[src/hw/rtl/mrls_pkg.sv]
`timescale 1ns / 1ps

package mrls_pkg;

	localparam int SlotsDefault = 12;

	localparam int CountW = 10;
	localparam int SlotW  = 4;
	localparam int LevelW = 8;
	localparam int AnodeW = 12;

	typedef enum logic [1:0] {
		REQ_TICK    = 2'd0,
		REQ_WRITE   = 2'd1,
		REQ_RAINBOW = 2'd2,
		REQ_NONE    = 2'd3
	} req_t;

	typedef enum logic [1:0] {
		REG_PWM_PERIOD = 2'd0,
		REG_SCAN_POINT = 2'd1,
		REG_NUM_SLOTS  = 2'd2,
		REG_UNUSED     = 2'd3
	} reg_idx_t;

	localparam logic [CountW-1:0] PwmPeriodReset = 10'h265;
	localparam logic [CountW-1:0] ScanPointReset = 10'h100;
	localparam logic [SlotW-1:0]  NumSlotsReset  = 4'd12;

	localparam logic [LevelW-1:0] RedStart   = 8'h00;
	localparam logic [LevelW-1:0] GreenStart = 8'h55;
	localparam logic [LevelW-1:0] BlueStart  = 8'h99;

	typedef struct packed {
		logic [LevelW-1:0] level;
		logic              down;
	} bounce_t;

	function automatic bounce_t bounce_step(input logic [LevelW-1:0] level, input logic down);
		bounce_t           r;
		logic [LevelW-1:0] v;
		logic              d;
		d = down;
		v = d ? level - 8'd1 : level + 8'd1;
		if (v == '0) begin
			d = ~d;
			v = d ? v - 8'd1 : v + 8'd1;
		end
		r.level = v;
		r.down  = d;
		return r;
	endfunction

endpackage

[src/hw/rtl/multiplexed_rgb_led_scanner.sv]
`timescale 1ns / 1ps
// an accepted input transaction becomes its output transaction in the next cycle
// throughput: one transaction per cycle while the output stream is not stalled; the color table is a one-port-write,
// one-port-read memory with registered read data and same-entry write forwarding
// reset: arst_n clears counter, active slot, rainbow directions and all table valid bits
// (no clearing pass), and loads the rainbow levels and configuration registers with their defaults
module multiplexed_rgb_led_scanner #(
	parameter int SLOTS = mrls_pkg::SlotsDefault
) (
	input  logic        clk,
	input  logic        arst_n,
	// apb configuration
	input  logic        psel,
	input  logic        penable,
	input  logic        pwrite,
	input  logic [3:0]  paddr,
	input  logic [31:0] pwdata,
	output logic [31:0] prdata,
	output logic        pready,
	// input stream
	input  logic        s_axis_tvalid,
	output logic        s_axis_tready,
	input  logic [31:0] s_axis_tdata,  // slot_number[3:0], red_level[11:4], green_level[19:12], blue_level[27:20], zero
	input  logic [1:0]  s_axis_tuser,  // req_type[1:0]
	// output stream
	output logic        m_axis_tvalid,
	input  logic        m_axis_tready,
	output logic [15:0] m_axis_tdata   // anode_select[11:0], red_on[12], green_on[13], blue_on[14], zero
);

	localparam int IW = (SLOTS > 1) ? $clog2(SLOTS) : 1;
	localparam int EW = 3 * mrls_pkg::LevelW;
	localparam logic [4:0] SlotsW5 = 5'(SLOTS);

	logic [mrls_pkg::CountW-1:0] pwm_period_q, scan_point_q;
	logic [mrls_pkg::SlotW-1:0]  num_slots_q;

	logic cfg_we;
	assign pready = 1'b1;
	assign cfg_we = psel && penable && pwrite;

	always_ff @(posedge clk or negedge arst_n) begin
		if (!arst_n) begin
			pwm_period_q <= mrls_pkg::PwmPeriodReset;
			scan_point_q <= mrls_pkg::ScanPointReset;
			num_slots_q  <= mrls_pkg::NumSlotsReset;
		end else if (cfg_we) begin
			case (mrls_pkg::reg_idx_t'(paddr[3:2]))
				mrls_pkg::REG_PWM_PERIOD: pwm_period_q <= pwdata[mrls_pkg::CountW-1:0];
				mrls_pkg::REG_SCAN_POINT: scan_point_q <= pwdata[mrls_pkg::CountW-1:0];
				mrls_pkg::REG_NUM_SLOTS:  num_slots_q  <= pwdata[mrls_pkg::SlotW-1:0];
				default: ;
			endcase
		end
	end

	always_comb begin
		case (mrls_pkg::reg_idx_t'(paddr[3:2]))
			mrls_pkg::REG_PWM_PERIOD: prdata = 32'(pwm_period_q);
			mrls_pkg::REG_SCAN_POINT: prdata = 32'(scan_point_q);
			mrls_pkg::REG_NUM_SLOTS:  prdata = 32'(num_slots_q);
			default:                  prdata = '0;
		endcase
	end

	// input fields
	mrls_pkg::req_t              req;
	logic [mrls_pkg::SlotW-1:0]  slot_number;
	logic [mrls_pkg::LevelW-1:0] red_level, green_level, blue_level;
	assign req         = mrls_pkg::req_t'(s_axis_tuser);
	assign slot_number = s_axis_tdata[3:0];
	assign red_level   = s_axis_tdata[11:4];
	assign green_level = s_axis_tdata[19:12];
	assign blue_level  = s_axis_tdata[27:20];

	logic accept;
	logic m_valid_q;
	assign s_axis_tready = !m_valid_q || m_axis_tready;
	assign accept        = s_axis_tvalid && s_axis_tready;

	always_ff @(posedge clk or negedge arst_n) begin
		if (!arst_n) m_valid_q <= 1'b0;
		else if (s_axis_tready) m_valid_q <= s_axis_tvalid;
	end
	assign m_axis_tvalid = m_valid_q;

	// counter and slot state
	logic [mrls_pkg::CountW-1:0] pwm_count_q, pwm_next;
	logic [mrls_pkg::SlotW-1:0]  active_slot_q, slot_next;
	logic [4:0]                  slot_limit, slot_inc;

	always_comb begin
		if (num_slots_q == '0) slot_limit = 5'd1;
		else if (5'(num_slots_q) > SlotsW5) slot_limit = SlotsW5;
		else slot_limit = 5'(num_slots_q);

		pwm_next  = pwm_count_q;
		slot_next = active_slot_q;
		slot_inc  = 5'(active_slot_q) + 5'd1;
		if (req == mrls_pkg::REQ_TICK) begin
			pwm_next = (pwm_count_q >= pwm_period_q) ? '0 : pwm_count_q + 10'd1;
			if (pwm_next == scan_point_q)
				slot_next = (slot_inc >= slot_limit) ? '0 : slot_inc[mrls_pkg::SlotW-1:0];
		end
	end

	// rainbow state
	mrls_pkg::bounce_t bn_r, bn_g, bn_b;
	logic [mrls_pkg::LevelW-1:0] rb_red_q, rb_green_q, rb_blue_q;
	logic [2:0] rb_down_q;

	assign bn_r = mrls_pkg::bounce_step(rb_red_q, rb_down_q[0]);
	assign bn_g = mrls_pkg::bounce_step(rb_green_q, rb_down_q[1]);
	assign bn_b = mrls_pkg::bounce_step(rb_blue_q, rb_down_q[2]);

	always_ff @(posedge clk or negedge arst_n) begin
		if (!arst_n) begin
			pwm_count_q   <= '0;
			active_slot_q <= '0;
			rb_red_q      <= mrls_pkg::RedStart;
			rb_green_q    <= mrls_pkg::GreenStart;
			rb_blue_q     <= mrls_pkg::BlueStart;
			rb_down_q     <= '0;
		end else if (accept) begin
			pwm_count_q   <= pwm_next;
			active_slot_q <= slot_next;
			if (req == mrls_pkg::REQ_RAINBOW) begin
				rb_red_q   <= bn_r.level;
				rb_green_q <= bn_g.level;
				rb_blue_q  <= bn_b.level;
				rb_down_q  <= {bn_b.down, bn_g.down, bn_r.down};
			end
		end
	end

	// color table write side
	logic          tbl_we;
	logic [IW-1:0] tbl_waddr, tbl_raddr;
	logic [EW-1:0] tbl_wdata;
	logic [mrls_pkg::SlotW-1:0] slot_index;

	assign slot_index = slot_number - 4'd1;
	assign tbl_raddr  = slot_next[IW-1:0];

	always_comb begin
		tbl_we    = 1'b0;
		tbl_waddr = slot_index[IW-1:0];
		tbl_wdata = {blue_level, green_level, red_level};
		case (req)
			mrls_pkg::REQ_WRITE: begin
				tbl_we = accept && (slot_number != '0) && (5'(slot_number) <= SlotsW5);
			end
			mrls_pkg::REQ_RAINBOW: begin
				tbl_we    = accept;
				tbl_waddr = IW'(SLOTS - 1);
				tbl_wdata = {bn_b.level, bn_g.level, bn_r.level};
			end
			default: ;
		endcase
	end

	logic [EW-1:0]    color_mem [SLOTS];
	logic [SLOTS-1:0] valid_q;
	logic [EW-1:0]    rdata_s1, wdata_s1;
	logic             rvalid_s1, fwd_s1;

	always_ff @(posedge clk) begin
		if (tbl_we) color_mem[tbl_waddr] <= tbl_wdata;
		if (accept) begin
			rdata_s1 <= color_mem[tbl_raddr];
			wdata_s1 <= tbl_wdata;
		end
	end

	always_ff @(posedge clk or negedge arst_n) begin
		if (!arst_n) begin
			valid_q   <= '0;
			rvalid_s1 <= 1'b0;
			fwd_s1    <= 1'b0;
		end else begin
			if (tbl_we) valid_q[tbl_waddr] <= 1'b1;
			if (accept) begin
				rvalid_s1 <= valid_q[tbl_raddr];
				fwd_s1    <= tbl_we && (tbl_waddr == tbl_raddr);
			end
		end
	end

	// output
	logic [EW-1:0] level;
	logic [mrls_pkg::AnodeW-1:0] anode_select;
	logic red_on, green_on, blue_on;

	always_comb begin
		if (fwd_s1) level = wdata_s1;
		else if (rvalid_s1) level = rdata_s1;
		else level = '0;
		anode_select = (active_slot_q < 4'd12) ?
			(mrls_pkg::AnodeW'(1) << active_slot_q) : '0;
		red_on   = pwm_count_q < 10'(level[7:0]);
		green_on = pwm_count_q < 10'(level[15:8]);
		blue_on  = pwm_count_q < 10'(level[23:16]);
	end

	assign m_axis_tdata = {1'b0, blue_on, green_on, red_on, anode_select};

	// checks
	a_slot_range: assert property (@(posedge clk) disable iff (!arst_n)
		5'(active_slot_q) < SlotsW5)
		else $error("active slot out of range");

	a_anode_onehot: assert property (@(posedge clk) disable iff (!arst_n)
		$onehot0(anode_select))
		else $error("anode select not one-hot");

	a_count_moves_on_tick: assert property (@(posedge clk) disable iff (!arst_n)
		!$stable(pwm_count_q) |-> $past(accept && (req == mrls_pkg::REQ_TICK)))
		else $error("pwm counter moved without a tick");

	a_table_write_on_accept: assert property (@(posedge clk) disable iff (!arst_n)
		tbl_we |-> accept && (req == mrls_pkg::REQ_WRITE || req == mrls_pkg::REQ_RAINBOW))
		else $error("table written without a transaction");

	a_valid_from_accept: assert property (@(posedge clk) disable iff (!arst_n)
		$rose(m_valid_q) |-> $past(accept))
		else $error("output valid without an accepted transaction");

endmodule
[config.mk]
export PLATFORM = sky130hd
export DESIGN_NAME = multiplexed_rgb_led_scanner
export DESIGN_NICKNAME = d
export VERILOG_FILES = /design/src/hw/rtl/mrls_pkg.sv /design/src/hw/rtl/multiplexed_rgb_led_scanner.sv
export SDC_FILE = /design/constraint.sdc
export NUM_CORES = 1
export LEC_CHECK = 0
export ABC_CLOCK_PERIOD_IN_PS = 4920
export BUFFER_PORTS_ARGS = -buffer_cell sky130_fd_sc_hd__buf_2
export CORE_MARGIN = 3
export CORE_UTILIZATION = 61
export DETAILED_ROUTE_END_ITERATION = 10
export GPL_ROUTABILITY_DRIVEN = 1
export HOLD_SLACK_MARGIN = 0.08
export PLACE_DENSITY = 0.82
export SLEW_MARGIN = 20
export SYNTH_ARGS = -nofsm -noshare
export SYNTH_HDL_FRONTEND = slang
export SYNTH_SLANG_ARGS = --single-unit
[constraint.sdc]
create_clock -name clk -period 4.92 [get_ports clk]
set_clock_uncertainty 0.2 [all_clocks]
set_input_delay 0.984 -clock clk [delete_from_list [all_inputs] [get_ports clk]]
set_output_delay 0.984 -clock clk [all_outputs]
set_load 0.02 [all_outputs]
# [After elaboration in Yosys (flattened, before gate mapping)]
# Memory sizes are Yosys's and may differ from the RTL's. A register that Yosys moved wholly into a read port is not among the register bits.
# Index checks and enable logic that the tools add are counted.
[totals] mem_bits_rw=288 memories=1 elab_cells=106 out_inout_bits=51 inputBits=77 regBits=104
[mem_list] name="color_mem" depth=12 width=24 read_ports=1 rd_clocked_by_memory_dff=1 write_ports=1 line_no="multiplexed_rgb_led_scanner.sv:162" text="logic [EW-1:0] color_mem [SLOTS];"
[classes] bitwise=4 n_shift=1 n_eq_ne=6 add_sub_neg=15 n_reduce_logical=24 mux=28 magnitude_cmp=11
[op_table] op="24-bit 2-to-1 mux" n=3
[op_table] op="8-bit 2-to-1 mux" n=9
[op_table] op="8-bit by 1-bit adder with 8-bit output, second input constant" n=6
[op_table] op="8-bit by 1-bit subtractor with 8-bit output, second input constant" n=6
[op_table] op="10-bit by 8-bit < comparator with 1-bit output" n=3
[op_table] op="10-bit case mux with 3 select lines" n=1
[op_table] op="8-bit zero test" n=3
[op_table] op="4-bit 2-to-1 mux" n=6
[op_table] op="12-bit 2-to-1 mux" n=1
[op_table] op="12-bit bitwise OR" n=1
[op_table] op="1-bit by 4-bit << shifter with 12-bit output, first input constant" n=1
[op_table] op="10-bit by 1-bit adder with 10-bit output, second input constant" n=1
[op_table] op="10-bit == test" n=1
[op_table] op="10-bit greater-or-equal comparator" n=1
[op_table] op="4-bit by 5-bit < comparator with 1-bit output, second input constant" n=2
[op_table] op="10-bit 2-to-1 mux" n=1
[op_table] op="2-bit AND reduction" n=5
[op_table] op="3-bit AND reduction" n=3
[op_table] op="1-bit logical AND" n=7
[op_table] op="4-bit by 1-bit adder with 5-bit output, second input constant" n=1
[op_table] op="5-bit greater-or-equal comparator" n=1
[op_table] op="1-bit binary-select mux with 4-bit select" n=1
[op_table] op="1-bit demux with 4-bit select" n=1
[op_table] op="2-bit by 1-bit == test with 1-bit output, second input constant" n=2
[op_table] op="15 further kinds" n=22

# [Longest topological paths before layout]
[logic_depth] depth_word=9 depth_mapped=17 mapped_depth_nobuf=14

# [Worst setup path after synthesis]
# Ideal clock, no wire load.
[synth_path] kind="reg2reg" from="register pwm_count_q[7] (netlist bit)" to="register rdata_s1[10] (read register of color_mem) (data pin)" n_path_buf=3 required_time_ps=4464 setup_time_ps=256 stages_incl_launch_ff=14 period_less_slack_ps=4227 slack_ps=693 t_arrival_ps=3771 cell_sequence="dfrtp_1 > ha_1 > a211o_1 > a21oi_1 > o31ai_1 > or4_1 > and3_1 > nor4_1 > buf_2 > mux2i_1 > buf_2 > clkbuf_1 > a32oi_1 > o211a_1"
[synth_between] elab_chain_cells=5 elab_cells_between_ends=6 cone_classes="add/sub: 1; order compare: 1; eq/ne: 1; mux: 3"
[synth_lines] element="start: declaration" line_no="multiplexed_rgb_led_scanner.sv:88" text="logic [mrls_pkg::CountW-1:0] pwm_count_q, pwm_next;"
[synth_lines] element="start signal: assignment" line_no="multiplexed_rgb_led_scanner.sv:125" text="pwm_count_q <= pwm_next;"
[synth_lines] element="10-bit by 1-bit adder with 10-bit output or 10-bit greater-or-equal comparator (tied branches)" line_no="multiplexed_rgb_led_scanner.sv:101" text="pwm_next = (pwm_count_q >= pwm_period_q) ? '0 : pwm_count_q + 10'd1;"
[synth_lines] element="10-bit 2-to-1 mux *" line_no="multiplexed_rgb_led_scanner.sv:101"
[synth_lines] element="10-bit == test *" line_no="multiplexed_rgb_led_scanner.sv:102" text="if (pwm_next == scan_point_q)"
[synth_lines] element="4-bit 2-to-1 mux *" line_no="multiplexed_rgb_led_scanner.sv:102"
[synth_lines] element="4-bit 2-to-1 mux *" line_no="multiplexed_rgb_led_scanner.sv:100" text="if (req == mrls_pkg::REQ_TICK) begin"
[synth_lines] element="end: declaration" line_no="multiplexed_rgb_led_scanner.sv:164" text="logic [EW-1:0] rdata_s1, wdata_s1;"
# Mark *: on every way between the ends. The rest lies on a longest branch, timed or not.
# A chain may end at the register's enable or synchronous reset.

# [Worst setup path after layout]
[layout_path] from="register rvalid_s1" to="output m_axis_tdata[14]"
[layout_between] elab_chain_cells=3
[layout_lines] element="start: declaration" line_no="multiplexed_rgb_led_scanner.sv:165" text="logic rvalid_s1, fwd_s1;"
[layout_lines] element="start signal: assignment" line_no="multiplexed_rgb_led_scanner.sv:183" text="rvalid_s1 <= valid_q[tbl_raddr];"
[layout_lines] element="24-bit 2-to-1 mux" line_no="multiplexed_rgb_led_scanner.sv:196" text="else if (rvalid_s1) level = rdata_s1;"
[layout_lines] element="24-bit 2-to-1 mux" line_no="multiplexed_rgb_led_scanner.sv:195" text="if (fwd_s1) level = wdata_s1;"
[layout_lines] element="10-bit by 8-bit < comparator with 1-bit output" line_no="multiplexed_rgb_led_scanner.sv:202" text="blue_on = pwm_count_q < 10'(level[23:16]);"
[layout_lines] element="end: declaration" line_no="multiplexed_rgb_led_scanner.sv:28" text="output logic [15:0] m_axis_tdata"
# Every way passes these cells.

==> results.toml <==
[run_status]
status = "finished clean"

[routing]
vias = 13100
drt_first_pass_iters = 6
routed_wl_um = 46700
vias_per_cell = 6.14
routedWlPerCell_um = 21.9
antenna_left = 0
drc_errors = 0
drt_iter0_markers = 1107

[global_routing]
grt_pass1_wl_um = 72300
track_usage_pct = 26.2
grt_pass1_vias = 13200
antenna_found_initial = 0
grt_max_degree = 55
grt.overflow.total = 0

[critical_path]
path_cells = "nor2b_2 > buf_12 > a22oi_1 > ha_1 > o21a_1 > o21a_1 > o21a_1 > o21a_1 > o21a_1 > o21ai_0 > nand2b_1 > a2111oi_4 > buf_4"
slowest_delay_ns = 0.45
worstPathRequired_ns = 3.74
start_kind = "flip-flop"
rrSetupSlack_ns = 0.27
crit_path_frequent_cell = "o21a_1"
crit_fanout = 23
r2r_cells = 12
path_class = "reg -> out"
worstPathArrival_ns = 3.64
end_kind = "primary output"
r2r_end = "rdata_s1[17]"
regToRegStartpoint = "pwm_count_q[2]"
cpMaxStageDelayCell = "a2111oi_4"

[cells_and_area]
syn_to_final_growth_pct = 13.0
fillCellCount = 2122
utilization_pct = 70.0
final_nets = 1824
diodes = 0
drive_above_1_share_pct = 16.4
final_cells = 2134

[power]
finalPower_uw = 13000
vdd_drop_max_mv = 0.679
leakage_uw = 0.00948
powerDensity_nw_per_um2 = 570

[cts]
cts_made_buffers = 43
max-clock-path-buffers = 3
clkLatencyLatePin_ns = 0.54
cts-htree-levels = 2
path_clk_slew_ns = 0.06
post_cts_buffers = 0
cts-root-buf = "clkbuf_16"
cts_tree = "built"
cts.sinks = 416

[yosys]
ys_ff_latch = 416
synth_area_leader_cell = "edfxtp_1"
ys_async_sr_fraction_pct = 19.2
synth_area_per_cell_um2 = 13.1
ys_seq_area_share_pct = 59.9
synth_cell_types = 72
synth_area_leaders = "edfxtp_1 (50%), mux2i_1 (8.1%), dfrtp_1 (7.9%)"
synthFlopType = "edfxtp_1"
yosys_warnings = 0
synth_edf_count = 336
synth_area_um2 = 20200
synth_top_area_share_pct = 49.9
syn-instance-count = 1549

[timing]
relSlewSlack_pct = 29.0
maxSlewViolCount = 0
hold_ws_ns = 0.267
finalSetupViolCount = 0
fin_crit_sh_pct = 98.0
worst_pin_slew_ns = 1.06
fin_crit_ns = 4.82
hold_viol = 0
rsz0062_at_grt = "yes"
max_freq_mhz = 207

[hold_path]
hold_start = "valid_q[1]"
min_to = "valid_q[1]"
hold_class = "reg -> reg"
holdPathStages = 1

[floorplan]
die_y_um = 188
io_pins = 128
coreArea_um2 = 32600
row_count = 66
die_width_um = 188
floorplan.die_area_um2 = 35400
initial_core_util_pct = 62.0

[place]
place_congestion = 0.853
dp_cells = 2055
hpwl_um = 28200
port_buffers = 75

[flow_run]
cap_violations = 0
cell usage after synthesis (13+ instances only):
| library cell | n |
|---|---|
| nor2_1 | 74 |
| edfxtp_1 | 336 |
| mux2i_1 | 164 |
| o211a_1 | 21 |
| xor2_1 | 13 |
| buf_4 | 28 |
| clkbuf_1 | 43 |
| and2_1 | 23 |
| o21ai_0 | 68 |
| a22oi_1 | 24 |
| a21oi_1 | 66 |
| and3_1 | 14 |
| nor2b_1 | 14 |
| xnor2_1 | 45 |
| nand2_1 | 141 |
| ha_1 | 86 |
| a32oi_1 | 45 |
| dfrtp_1 | 64 |
| buf_2 | 13 |
| inv_1 | 44 |
| dfstp_2 | 16 |
| mux2_2 | 23 |
| o21a_1 | 20 |
timing repair:
| item | CTS | global route |
|---|---|---|
| setup endpoints to repair | 3 | 3 |
| hold buffers | 0 | 0 |
| gates resized for setup | 7 | 6 |
| pin swaps | 0 | 0 |
logic make-up after synthesis:
group / Yosys count / share of synthesized area [%]
compound gates: 315 / 10.7
buf+inv: 143 / 3.63
mux: 192 / 9.71
flops: 416 / 59.9
simple gates: 332 / 7.64
fa+ha+maj: 89 / 5.62
other cells: 2 / 0.0371
xor+xnor: 60 / 2.74
stage by stage:
step,TNS (ns),instance area (um2),worst slack (ns)
2_1_floorplan,0,20300,0.693
3_3_place_gp,0,21300,0.395
3_5_place_dp,0,21300,0.282
4_1_cts,0,22800,0.0350
5_1_grt,-0.00111,22800,-0.00111
6_report,0,22800,0.0966
cell type report:
type	instances	area [um2]	area share, %
clock inverter	21	243	1.06
timing repair buffer	139	977	4.28
multi-input combinational	1012	7540	33.0
tap	442	553	2.42
clock buffer	58	1240	5.41
sequential	416	12100	53.0
inverter	46	173	0.756
routing by layer:
| metal | vias up | GRT usage (%) | share of wire (%) |
|---|---|---|---|
| met4 | 0 | 9.99 | 3.2 |
| met2 | 675 | 45.2 | 50 |
| met5 | - | 0 | 0 |
| met3 | 126 | 3.89 | 9.3 |
| met1 | 6322 | 33.9 | 38 |
| li1 | 5985 | - | - |
where the power goes:
part | internal, uW | total [uW] | switching (uW)
Clock | 2030 | 3350 | 1320
Combinational | 2120 | 5010 | 2880
Sequential | 4380 | 4660 | 278
Total | 8530 | 13000 | 4480
flip-flops by register name (all words and copies together), names as in the netlist:
register       flops
pwm_period_q      10
rb_green_q         8
active_slot_q      4
valid_q           12
rb_down_q          3
rdata_s1          24
pwm_count_q       10
color_mem        288
fwd_s1             1
rb_blue_q          8
num_slots_q        4
rb_red_q           8
rvalid_s1          1
scan_point_q      10
m_axis_tvalid      1
wdata_s1          24
worst max-delay path, delay by kind of cell, from the launching register on:
kind / cells / cell delay, ns
AO/OA/AOI/OAI: 8 / 1.60
flip-flops: 1 / 0.44
buffers and inverters: 2 / 0.37
AND/OR/NAND/NOR: 2 / 0.36
adder cells (fa/ha/maj): 1 / 0.29
worst max path at each step:
stage / end / slack, ns / start / depth (start not counted)
after floorplan: rdata_s1[10] / 0.69 / pwm_count_q[7] / 13
after global placement: rdata_s1[4] / 0.39 / pwm_period_q[6] / 13
after detailed placement: rdata_s1[17] / 0.28 / pwm_period_q[9] / 13
after CTS: m_axis_tdata[12] / 0.03 / rvalid_s1 / 13
after global routing: m_axis_tdata[14] / -0.001 / rvalid_s1 / 13
final: m_axis_tdata[14] / 0.1 / rvalid_s1 / 13
cells in the final DEF (no fill, tap or decap), types with 44 or more instances in the layout:
| cell type | synthesis | final |
|---|---|---|
| ha_1 | 86 | 85 |
| a21oi_1 | 66 | 66 |
| buf_2 | 13 | 73 |
| edfxtp_1 | 336 | 336 |
| nand2_1 | 141 | 141 |
| dfrtp_1 | 64 | 63 |
| clkbuf_16 | 0 | 46 |
| xnor2_1 | 45 | 45 |
| a32oi_1 | 45 | 45 |
| o21ai_0 | 68 | 67 |
| inv_1 | 44 | 44 |
| buf_4 | 28 | 56 |
| mux2i_1 | 164 | 160 |
| nor2_1 | 74 | 74 |
(Power assumes the default switching activity.)
